$ cat config.mk
export PLATFORM = sky130hd
export DESIGN_NAME = dda_line_rasterizer_core
export DESIGN_NICKNAME = d
export VERILOG_FILES = /design/src/dda_pkg.sv /design/src/dda_div.sv /design/src/dda_line_rasterizer_core.sv
export SDC_FILE = /design/constraint.sdc
export NUM_CORES = 1
export LEC_CHECK = 0
export CAP_MARGIN = 20
export CORE_UTILIZATION = 60
export DETAILED_ROUTE_END_ITERATION = 6
export DONT_BUFFER_PORTS = 1
export GPL_TIMING_DRIVEN = 0
export HOLD_SLACK_MARGIN = 0.15
export PLACE_DENSITY_LB_ADDON = 0.08
export SYNTH_ARGS = -nofsm -noshare
export SYNTH_HDL_FRONTEND = slang
export SYNTH_HIERARCHICAL = 1
export SYNTH_SLANG_ARGS = --single-unit
$ cat constraint.sdc
create_clock -name clk_i -period 6.8 [get_ports clk_i]
set_input_delay 2.04 -clock clk_i [delete_from_list [all_inputs] [get_ports clk_i]]
set_output_delay 2.04 -clock clk_i [all_outputs]
set_load 0.01 [all_outputs]
$ cat src/dda_pkg.sv
// ----------------------------------------------------------------------------
// dda_pkg
// shared types and constants of the dda line rasterizer
// ----------------------------------------------------------------------------
package dda_pkg;

  localparam int unsigned CoordBits = 12;

  typedef logic signed [CoordBits-1:0] coord_t;

  localparam logic CmdStart = 1'b0;
  localparam logic CmdTick  = 1'b1;

  typedef struct packed {
    logic   cmd;
    coord_t start_x;
    coord_t start_y;
    coord_t end_x;
    coord_t end_y;
  } in_req_t;

  typedef struct packed {
    coord_t pixel_x;
    coord_t pixel_y;
    logic   last_pixel;
  } out_rsp_t;

  // request to the shared divider
  typedef struct packed {
    logic                 start;
    logic [CoordBits-1:0] dividend;
    logic [CoordBits-1:0] divisor;
  } div_req_t;

endpackage

$ cat src/dda_div.sv
// ----------------------------------------------------------------------------
// dda_div
// restoring divider, one quotient bit per cycle: (dividend << FRAC_BITS) / divisor
// for dividend <= divisor, giving a FRAC_BITS+1 bit quotient
// ----------------------------------------------------------------------------
module dda_div #(
  parameter int unsigned FRAC_BITS = 16
) (
  input  logic              clk_i,
  input  logic              rst_ni,
  input  dda_pkg::div_req_t req_i,
  output logic              done_o,
  output logic [FRAC_BITS:0] quo_o
);
  import dda_pkg::*;

  localparam int unsigned CntW = $clog2(FRAC_BITS + 1);
  localparam logic [CntW-1:0] LastCnt = CntW'(FRAC_BITS);

  logic                 busy_q, busy_d;
  logic                 done_q, done_d;
  logic [CntW-1:0]      cnt_q, cnt_d;
  logic [CoordBits-1:0] rem_q, rem_d;
  logic [CoordBits-1:0] dvs_q, dvs_d;
  logic [FRAC_BITS:0]   quo_q, quo_d;
  logic [CoordBits:0]   trial;
  logic [CoordBits:0]   diff;
  logic                 ge;

  // first step compares the dividend itself, later ones the doubled remainder
  assign trial = (cnt_q == '0) ? {1'b0, rem_q} : {rem_q, 1'b0};
  assign diff  = trial - {1'b0, dvs_q};
  assign ge    = trial >= {1'b0, dvs_q};

  always_comb begin
    busy_d = busy_q;
    done_d = 1'b0;
    cnt_d  = cnt_q;
    rem_d  = rem_q;
    dvs_d  = dvs_q;
    quo_d  = quo_q;
    if (req_i.start) begin
      busy_d = 1'b1;
      cnt_d  = '0;
      rem_d  = req_i.dividend;
      dvs_d  = req_i.divisor;
    end else if (busy_q) begin
      rem_d = ge ? diff[CoordBits-1:0] : trial[CoordBits-1:0];
      quo_d = {quo_q[FRAC_BITS-1:0], ge};
      cnt_d = cnt_q + 1'b1;
      if (cnt_q == LastCnt) begin
        busy_d = 1'b0;
        done_d = 1'b1;
      end
    end
  end

  always_ff @(posedge clk_i or negedge rst_ni) begin
    if (!rst_ni) begin
      busy_q <= 1'b0;
      done_q <= 1'b0;
      cnt_q  <= '0;
    end else begin
      busy_q <= busy_d;
      done_q <= done_d;
      cnt_q  <= cnt_d;
    end
  end

  always_ff @(posedge clk_i) begin
    rem_q <= rem_d;
    dvs_q <= dvs_d;
    quo_q <= quo_d;
  end

  assign done_o = done_q;
  assign quo_o  = quo_q;

endmodule

$ cat src/dda_line_rasterizer_core.sv
// ----------------------------------------------------------------------------
// dda_line_rasterizer_core
// dda line rasterizer: start requests set up a line, tick requests step it
// ----------------------------------------------------------------------------
// input channel: in_valid_i/in_ready_o carry an in_req_t. cmd CmdStart begins a
//   line from start to end, cmd CmdTick asks for the next pixel.
// output channel: out_valid_o/out_ready_i carry an out_rsp_t with one pixel.
// a start request returns the start pixel in the cycle after acceptance. the two
//   per-axis increments then come from one shared bit-serial divider, run for
//   x and then for y, so the block takes no request until both divisions are
//   done. a zero-length line returns one pixel marked last and takes no
//   divider time.
// a tick request returns its pixel in the cycle after acceptance; ticks can be
//   taken every cycle unless stalled; a tick with no line in progress returns nothing.
// a start request abandons any line in progress.
// a stalled output holds its pixel; a new request is taken only while the
//   output register is empty or being emptied in the same cycle.
// reset leaves the block idle with no line in progress and no pixel pending.
// ----------------------------------------------------------------------------
module dda_line_rasterizer_core #(
  parameter int unsigned FRAC_BITS = 16
) (
  input  logic              clk_i,
  input  logic              rst_ni,
  input  logic              in_valid_i,
  output logic              in_ready_o,
  input  dda_pkg::in_req_t  in_req_i,
  output logic              out_valid_o,
  input  logic              out_ready_i,
  output dda_pkg::out_rsp_t out_rsp_o
);
  import dda_pkg::*;

  localparam int unsigned PosW  = CoordBits + FRAC_BITS + 1;
  localparam int unsigned QuoW  = FRAC_BITS + 1;
  localparam int unsigned StepW = FRAC_BITS + 2;
  localparam logic [PosW-1:0] HalfV = PosW'(1) << (FRAC_BITS - 1);

  localparam logic [1:0] StIdle = 2'd0;
  localparam logic [1:0] StDivX = 2'd1;
  localparam logic [1:0] StDivY = 2'd2;

  // round half away from zero: negative values need one less before the floor
  function automatic coord_t round_pix(logic signed [PosW-1:0] p);
    logic [PosW-1:0] r;
    r = p + HalfV - {{(PosW-1){1'b0}}, p[PosW-1]};
    return r[FRAC_BITS +: CoordBits];
  endfunction

  logic [1:0]               state_q, state_d;
  logic                     active_q, active_d;
  logic [CoordBits-1:0]     steps_left_q, steps_left_d;
  logic                     out_valid_q, out_valid_d;
  out_rsp_t                 out_rsp_q, out_rsp_d;
  logic signed [PosW-1:0]   pos_x_q, pos_x_d, pos_y_q, pos_y_d;
  logic signed [StepW-1:0]  step_x_q, step_x_d, step_y_q, step_y_d;
  logic                     neg_x_q, neg_x_d, neg_y_q, neg_y_d;
  logic [CoordBits-1:0]     mag_y_q, mag_y_d;
  logic [CoordBits-1:0]     steps_q, steps_d;

  logic [CoordBits:0]       dx, dy, dx_abs, dy_abs;
  logic [CoordBits-1:0]     mag_x, mag_y, steps;
  logic                     zero_len;
  logic                     in_acc;
  logic signed [PosW-1:0]   pos_x_nxt, pos_y_nxt;
  logic                     div_done;
  logic [QuoW-1:0]          quo;
  logic [StepW-1:0]         quo_ext, step_new;
  logic                     neg_cur;
  div_req_t                 div_req;

  assign dx = {in_req_i.end_x[CoordBits-1], in_req_i.end_x}
            - {in_req_i.start_x[CoordBits-1], in_req_i.start_x};
  assign dy = {in_req_i.end_y[CoordBits-1], in_req_i.end_y}
            - {in_req_i.start_y[CoordBits-1], in_req_i.start_y};
  assign dx_abs   = dx[CoordBits] ? (~dx + 1'b1) : dx;
  assign dy_abs   = dy[CoordBits] ? (~dy + 1'b1) : dy;
  assign mag_x    = dx_abs[CoordBits-1:0];
  assign mag_y    = dy_abs[CoordBits-1:0];
  assign steps    = (mag_x > mag_y) ? mag_x : mag_y;
  assign zero_len = (steps == '0);

  assign in_ready_o = (state_q == StIdle) && (!out_valid_q || out_ready_i);
  assign in_acc     = in_valid_i && in_ready_o;

  assign pos_x_nxt = pos_x_q + PosW'(step_x_q);
  assign pos_y_nxt = pos_y_q + PosW'(step_y_q);

  // signed increment from the unsigned quotient of the axis in flight
  assign neg_cur  = (state_q == StDivX) ? neg_x_q : neg_y_q;
  assign quo_ext  = {1'b0, quo};
  assign step_new = neg_cur ? (~quo_ext + 1'b1) : quo_ext;

  always_comb begin
    div_req.start    = (in_acc && (in_req_i.cmd == CmdStart) && !zero_len)
                     || ((state_q == StDivX) && div_done);
    div_req.dividend = (state_q == StDivX) ? mag_y_q : mag_x;
    div_req.divisor  = (state_q == StDivX) ? steps_q : steps;
  end

  dda_div #(
    .FRAC_BITS(FRAC_BITS)
  ) u_div (
    .clk_i (clk_i),
    .rst_ni(rst_ni),
    .req_i (div_req),
    .done_o(div_done),
    .quo_o (quo)
  );

  always_comb begin
    state_d      = state_q;
    active_d     = active_q;
    steps_left_d = steps_left_q;
    out_valid_d  = out_valid_q && !out_ready_i;
    out_rsp_d    = out_rsp_q;
    pos_x_d      = pos_x_q;
    pos_y_d      = pos_y_q;
    step_x_d     = step_x_q;
    step_y_d     = step_y_q;
    neg_x_d      = neg_x_q;
    neg_y_d      = neg_y_q;
    mag_y_d      = mag_y_q;
    steps_d      = steps_q;

    case (state_q)
      StIdle: begin
        if (in_acc) begin
          if (in_req_i.cmd == CmdStart) begin
            pos_x_d              = {in_req_i.start_x[CoordBits-1], in_req_i.start_x,
                                    {FRAC_BITS{1'b0}}};
            pos_y_d              = {in_req_i.start_y[CoordBits-1], in_req_i.start_y,
                                    {FRAC_BITS{1'b0}}};
            out_valid_d          = 1'b1;
            out_rsp_d.pixel_x    = in_req_i.start_x;
            out_rsp_d.pixel_y    = in_req_i.start_y;
            out_rsp_d.last_pixel = zero_len;
            active_d             = 1'b0;
            steps_left_d         = steps;
            neg_x_d              = dx[CoordBits];
            neg_y_d              = dy[CoordBits];
            mag_y_d              = mag_y;
            steps_d              = steps;
            if (zero_len) begin
              step_x_d = '0;
              step_y_d = '0;
            end else begin
              state_d = StDivX;
            end
          end else if (active_q) begin
            pos_x_d              = pos_x_nxt;
            pos_y_d              = pos_y_nxt;
            steps_left_d         = steps_left_q - 1'b1;
            active_d             = (steps_left_q != CoordBits'(1));
            out_valid_d          = 1'b1;
            out_rsp_d.pixel_x    = round_pix(pos_x_nxt);
            out_rsp_d.pixel_y    = round_pix(pos_y_nxt);
            out_rsp_d.last_pixel = (steps_left_q == CoordBits'(1));
          end
        end
      end
      StDivX: begin
        if (div_done) begin
          step_x_d = step_new;
          state_d  = StDivY;
        end
      end
      StDivY: begin
        if (div_done) begin
          step_y_d = step_new;
          active_d = 1'b1;
          state_d  = StIdle;
        end
      end
      default: begin
        state_d = StIdle;
      end
    endcase
  end

  always_ff @(posedge clk_i or negedge rst_ni) begin
    if (!rst_ni) begin
      state_q      <= StIdle;
      active_q     <= 1'b0;
      steps_left_q <= '0;
      out_valid_q  <= 1'b0;
    end else begin
      state_q      <= state_d;
      active_q     <= active_d;
      steps_left_q <= steps_left_d;
      out_valid_q  <= out_valid_d;
    end
  end

  always_ff @(posedge clk_i) begin
    out_rsp_q <= out_rsp_d;
    pos_x_q   <= pos_x_d;
    pos_y_q   <= pos_y_d;
    step_x_q  <= step_x_d;
    step_y_q  <= step_y_d;
    neg_x_q   <= neg_x_d;
    neg_y_q   <= neg_y_d;
    mag_y_q   <= mag_y_d;
    steps_q   <= steps_d;
  end

  assign out_valid_o = out_valid_q;
  assign out_rsp_o   = out_rsp_q;

endmodule

==> out/metrics.cfg, run 1 <==
[status]
status=complete, but fails checks
violations=setup timing

[sta]
clock_skew_ns=0.0123
worst_slew_pin_slew_ns=1.11
hold_violations=0
max_freq_mhz=140
finalSetupViolCount=89
relSlewSlack=0.257
rsz0062_at_grt=yes
period_needed_ns=7.13
setup_slack_ns=-0.333
slew_viol_final=0
post-route-period-util=1.05

[floorplanning]
dieHeight_um=169
die_w_um=169
start_util=0.616
design.core.area_sq_um=27200
die-area_sq_um=28600
io_pins=80
fp-row-count=60

[power_and_ir_drop]
max-vdd-ir-drop_mv=0.400
p_per_area_nw_per_um2=438
p_leak_nw=8.04

[worst_setup_path]
cp.arrival_ns=7.41
crit_buf_inv=8
critical_path_class=in -> reg
regToRegSetupSlack_ns=0.57
cpPeakStageDelay_ns=0.40
cp_max_fo=6
critPathTopFamily=compound AO/OA/AOI/OAI gates
cp-start-kind=primary input
cp.required_ns=7.08
crit_path_end_kind=flop
cpMaxStageDelayCell=or4_1

[cells_and_area]
diodes=0
n_fill_cell=2115
syn2layout_area_growth_pct=13.7
drive_above_1_share=0.113
multi_input_area_sq_um=10200
fin_nets=2105
fin_area_sq_um=19000
seq_area_sq_um=6160
utilization=0.700

[synth]
synth.distinct_cells=99
yosysSeqAreaShare=0.368
ys_ff_latch=209
syn_area_sq_um=16700
synth_area_leaders=edfxtp_1, ha_1, xnor2_1
async_flop_share=0.110
synthCells=1806
yosys-top-cells-count=edfxtp_1, nor2_1, ha_1
yosysTopAreaCell=edfxtp_1
synth_most_common_cell=edfxtp_1
synth_top_area_share=0.334
synth-edff-count=186
syn_nets=2025
yosys_most_used_dff=edfxtp_1
yosys_warnings=6
syn_avg_cell_area_sq_um=9.26

[grt]
grt_overflow=0
grt_usage=0.314
grt_pass1_vias=13900
grt_max_degree=57
grt_pass1_wl_mm=70.9
grt_antenna_before_repair=0

[route]
drt-initial-drc-count=1030
drc=0
wl_per_cell_um=19.6
wirelength_mm=44.7
firstDrtPassIters=5
antenna_left=0
viasPerCell=6.20
vias=14100

[clock_network]
cts_buffers=24
cts_tree=built
clock-root-buffer=clkbuf_16
clk_pin_slew_ns=0.06
clock-sinks=209
clk_path_buf_depth=3
insertion_delay_ns=0.53
htreeDepth=1

[job]
maxCapViolations=0

[placed_design]
gp_congestion=0.962
place_area_sq_um=17400
port_buffers=0
dpl.hpwl_mm=33.3

[hold_path]
hp-class=reg -> reg

==> flip-flops by register name (all words and copies together) (netlist names) <==
| name | cells |
|---|---|
| steps_left_q | 12 |
| pos_x_q | 29 |
| u_div/busy_q | 1 |
| neg_y_q | 1 |
| pos_y_q | 29 |
| active_q | 1 |
| u_div/cnt_q | 5 |
| state_q | 2 |
| u_div/quo_o | 17 |
| steps_q | 12 |
| step_y_q | 18 |
| u_div/rem_q | 12 |
| u_div/dvs_q | 12 |
| out_rsp_o | 25 |
| step_x_q | 18 |
| mag_y_q | 12 |
| out_valid_o | 1 |
| neg_x_q | 1 |
| u_div/done_o | 1 |
==> report_power, final <==
part           switching [mW]  internal, mW
clock                   0.517         0.709
combinational            2.86          2.10
sequential              0.229          1.92
==> what timing repair did <==
item,CTS,global route
setup buffers,28,18
cloned,9,1
setup endpoints to repair,98,107
resized for setup,34,47
hold buffers,0,0
pin swaps,15,26
==> cells by family after synthesis <==
| kind of cell | Yosys count | share of synthesized area |
|---|---|---|
| buffers and inverters | 208 | 0.0520 |
| adder cells (fa/ha/maj) | 166 | 0.126 |
| flip-flops | 209 | 0.368 |
| multiplexers | 35 | 0.0231 |
| AND/OR/NAND/NOR | 539 | 0.154 |
| XOR/XNOR | 136 | 0.0712 |
| AO/OA/AOI/OAI | 513 | 0.205 |
==> through the flow <==
step	hold slack, ns	setup WS (ns)	total power, mW	TNS [ns]	cells
after floorplan	0.424	-0.685	5.62	-39.01	1806
after global placement	0.433	-1.60	6.55	-207.28	2178
after detailed placement	0.434	-1.67	6.64	-137.00	2179
after CTS	0.452	-0.493	8.14	-27.03	2259
after global routing	0.482	-0.513	8.89	-28.71	2275
final	0.454	-0.333	8.33	-13.29	2275
==> per-layer routing <==
metal	global-route usage	part of all wire	wire length (um)	vias to the layer above
met5	0	0	0	-
met4	0.0975	0.032	1410	0
met3	0.0395	0.052	2340	87
met2	0.558	0.49	22000	429
met1	0.396	0.42	18900	6794
li1	-	-	-	6790
==> path summary, 6_finish.rpt <==
kind,start,endpoint,cells past startpoint
setup / recovery,in_req_i[12],u_div/rem_q[0],27
hold / removal,u_div/quo_o[4],u_div/quo_o[5],0
min in group asynchronous,rst_ni,u_div/cnt_q[2],0
setup reg to reg,pos_y_q[1],out_rsp_o[11],21
max in group asynchronous,rst_ni,steps_left_q[10],0
hold reg to reg,u_div/quo_o[4],u_div/quo_o[5],0
==> cell usage in the layout (no fill, tap or decap), drive strengths merged, types with 23 or more instances in the layout <==
master  synthesis  layout
a21o           70      70
a21oi         121     121
buf            17      65
clkbuf         35      74
dfrtp          23      23
edfxtp        186     186
ha            161     161
inv           155     154
nand2         146     146
nand3          34      34
nor2          179     179
nor2b          25      25
nor3           28      28
o21ai         117     117
xnor2          82      82
xor2           54      54
==> layout make-up <==
class	count	area share
timing repair buffer	48	0.0255
tap	372	0.0245
sequential	209	0.324
clock inverter	3	0.00138
multi-input combinational	1396	0.537
clock buffer	40	0.0374
buffer	51	0.0174
inverter	156	0.0324
(Power assumes the default switching activity.)
==> run 2: changes to the inputs <==
--- a/config.mk
+++ b/config.mk
@@ -6,7 +6,8 @@
 export NUM_CORES = 1
 export LEC_CHECK = 0
 export CAP_MARGIN = 20
-export CORE_UTILIZATION = 60
+export CORE_UTILIZATION = 59
+export CTS_CLUSTER_DIAMETER = 80
 export DETAILED_ROUTE_END_ITERATION = 6
 export DONT_BUFFER_PORTS = 1
 export GPL_TIMING_DRIVEN = 0
==> constraint.sdc (replaced) <==
create_clock -name clk_i -period 5.9 [get_ports clk_i]
set_input_delay 1.77 -clock clk_i [delete_from_list [all_inputs] [get_ports clk_i]]
set_output_delay 1.77 -clock clk_i [all_outputs]
set_load 0.01 [all_outputs]
==> out/metrics.cfg, run 2 (synthesis results as in run 1) <==
[status]
status=complete, but fails checks
violations=setup timing

[floorplanning]
die_w_um=170  ; +0.83%
start_util=0.600  ; -0.0151
io_pins=80  ; unchanged
design.core.area_sq_um=27900  ; +2.5%
die-area_sq_um=29000  ; +1.7%
fp-row-count=61  ; +1.7%
dieHeight_um=170  ; +0.83%

[sta]
finalSetupViolCount=112  ; +26%
whs_ns=0.459  ; +0.00504 ns
clock_skew_ns=0.0169  ; +0.00459 ns
slew_viol_final=0  ; unchanged
post-route-period-util=1.18
period_needed_ns=6.95
worst_slew_pin_slew_ns=0.892  ; -0.222 ns
relSlewSlack=0.405  ; +0.148
hold_violations=0  ; unchanged
max_freq_mhz=144
rsz0062_at_grt=yes
setup_slack_ns=-1.05  ; -0.714 ns

[worst_setup_path]
critical_path_class=in -> reg
crit_path_end_kind=flop
cp.arrival_ns=7.20  ; -0.21 ns
reg2regPathDepth=21  ; unchanged
cp-start-kind=primary input
cp_max_fo=7  ; +1
cp.required_ns=6.15  ; -0.93 ns

[power_and_ir_drop]
power_mw=9.98  ; +20%
max-vdd-ir-drop_mv=0.443  ; +11%
p_leak_nw=8.14  ; +1.2%
p_per_area_nw_per_um2=517  ; +18%

[route]
firstDrtPassIters=6  ; +1
viasPerCell=6.20  ; +0.12%
drc=0  ; unchanged
vias=14200  ; +0.69%
wl_per_cell_um=20.1  ; +2.6%
antenna_left=0  ; unchanged
drt-initial-drc-count=1323  ; +28%
wirelength_mm=46.1  ; +3.1%

[grt]
grt_overflow=0  ; unchanged
grt_max_degree=52  ; -8.8%
grt_pass1_wl_mm=71.1  ; +0.26%
grt_pass1_vias=13800  ; -0.55%
grt_antenna_before_repair=0  ; unchanged
grt_usage=0.315  ; +0.00137

[clock_network]
insertion_delay_ns=0.53  ; about the same
cts_buffers=25  ; +4.2%
clock-sinks=209  ; unchanged
htreeDepth=1  ; unchanged
hold_buffers=0  ; unchanged
clock-root-buffer=clkbuf_16
clk_pin_slew_ns=0.06  ; about the same
clk_path_buf_depth=3  ; unchanged
cts_tree=built

[hold_path]
hp-class=reg -> reg
whs_path_depth=0  ; unchanged

[cells_and_area]
multi_input_area_sq_um=10300  ; +0.92%
syn2layout_area_growth_pct=15.5
final_common_cell=edfxtp_1
n_fill_cell=2168  ; +2.5%
fin_nets=2111  ; +0.29%
layout_common_cells=edfxtp_1, nor2_1, ha_1
diodes=0  ; unchanged
utilization=0.694  ; -0.00595
seq_area_sq_um=6160  ; unchanged
drive_above_1_share=0.129  ; +0.0163

[placed_design]
port_buffers=0  ; unchanged
dpl.hpwl_mm=33.6  ; +1.1%
gp_congestion=0.924  ; -4.0%

[job]
maxCapViolations=0  ; unchanged

run 2: changes by cell type in the layout (fill, tap and decap cells not counted), sizes merged:
cell | before | now
buf | 65 | 70
clkbuf | 74 | 60
inv | 154 | 153
clkinvlp | 0 | 4
clkinv | 5 | 14
bufinv | 0 | 4
run 2: path summary, 6_finish.rpt:
kind	startpoint	to	slack [ns]
hold / removal	u_div/quo_o[4]	u_div/quo_o[5]	0.46
min in group asynchronous	rst_ni	steps_left_q[4]	0.94
max in group asynchronous	rst_ni	steps_left_q[6]	4.87
setup / recovery	in_req_i[12]	u_div/rem_q[6]	-1.05
setup reg to reg	pos_y_q[1]	out_rsp_o[11]	0.30
hold reg to reg	u_div/quo_o[4]	u_div/quo_o[5]	0.46
run 2: layout make-up:
cell class                 instances  area share
timing repair buffer              54      0.0320
tap                              378      0.0245
inverter                         156      0.0320
clock buffer                      26      0.0326
clock inverter                    19      0.0104
sequential                       209       0.319
buffer                            50      0.0161
multi-input combinational       1396       0.534
run 2: worst max-delay path, cell delays in order:
cell	delay (ns)
inv_1	0.02
ha_2	0.19
fa_2	0.36
nand2b_4	0.18
or4_1	0.52
o22ai_1	0.13
a22o_1	0.21
o221ai_2	0.13
o41a_1	0.34
a211oi_2	0.26
xor2_2	0.26
inv_2	0.06
ha_1	0.29
nand4_1	0.15
a211o_1	0.30
a21oi_4	0.21
buf_8	0.17
clkbuf_16	0.15
mux2i_4	0.23
inv_2	0.06
and4bb_4	0.38
o21ai_4	0.12
buf_4	0.18
and2_1	0.16
a311o_1	0.35
run 2: timing repair:
action,4_1_cts,5_1_grt
resized for setup,69,47
setup buffers,38,12
pin swaps,21,26
setup endpoints to repair,134,136
cloned,10,1
run 2: report_power, final:
group	internal, mW	switching, mW	leakage, nW	total, mW
registers	2.21	0.270	2.02	2.48
logic	2.55	3.38	5.71	5.92
clock network	0.947	0.630	0.402	1.58
run 2: through the flow:
| step | worst slack, ns | TNS, ns | instance area [sq um] | instances |
|---|---|---|---|---|
| floorplan | -1.32 | -105.33 | 16900 | 1806 |
| global placement | -2.13 | -341.10 | 17300 | 2184 |
| detailed placement | -2.17 | -211.16 | 17400 | 2185 |
| CTS | -1.09 | -91.16 | 19000 | 2277 |
| global route | -1.22 | -106.87 | 19300 | 2288 |
| finish | -1.05 | -85.66 | 19300 | 2288 |
run 2: metal layers:
metal	global-route usage	vias to the layer above	routed length, um
met4	0.119	0	1690
met3	0.0505	114	2810
li1	-	6789	-
met1	0.381	6807	18900
met2	0.560	487	22700
met5	0	-	0
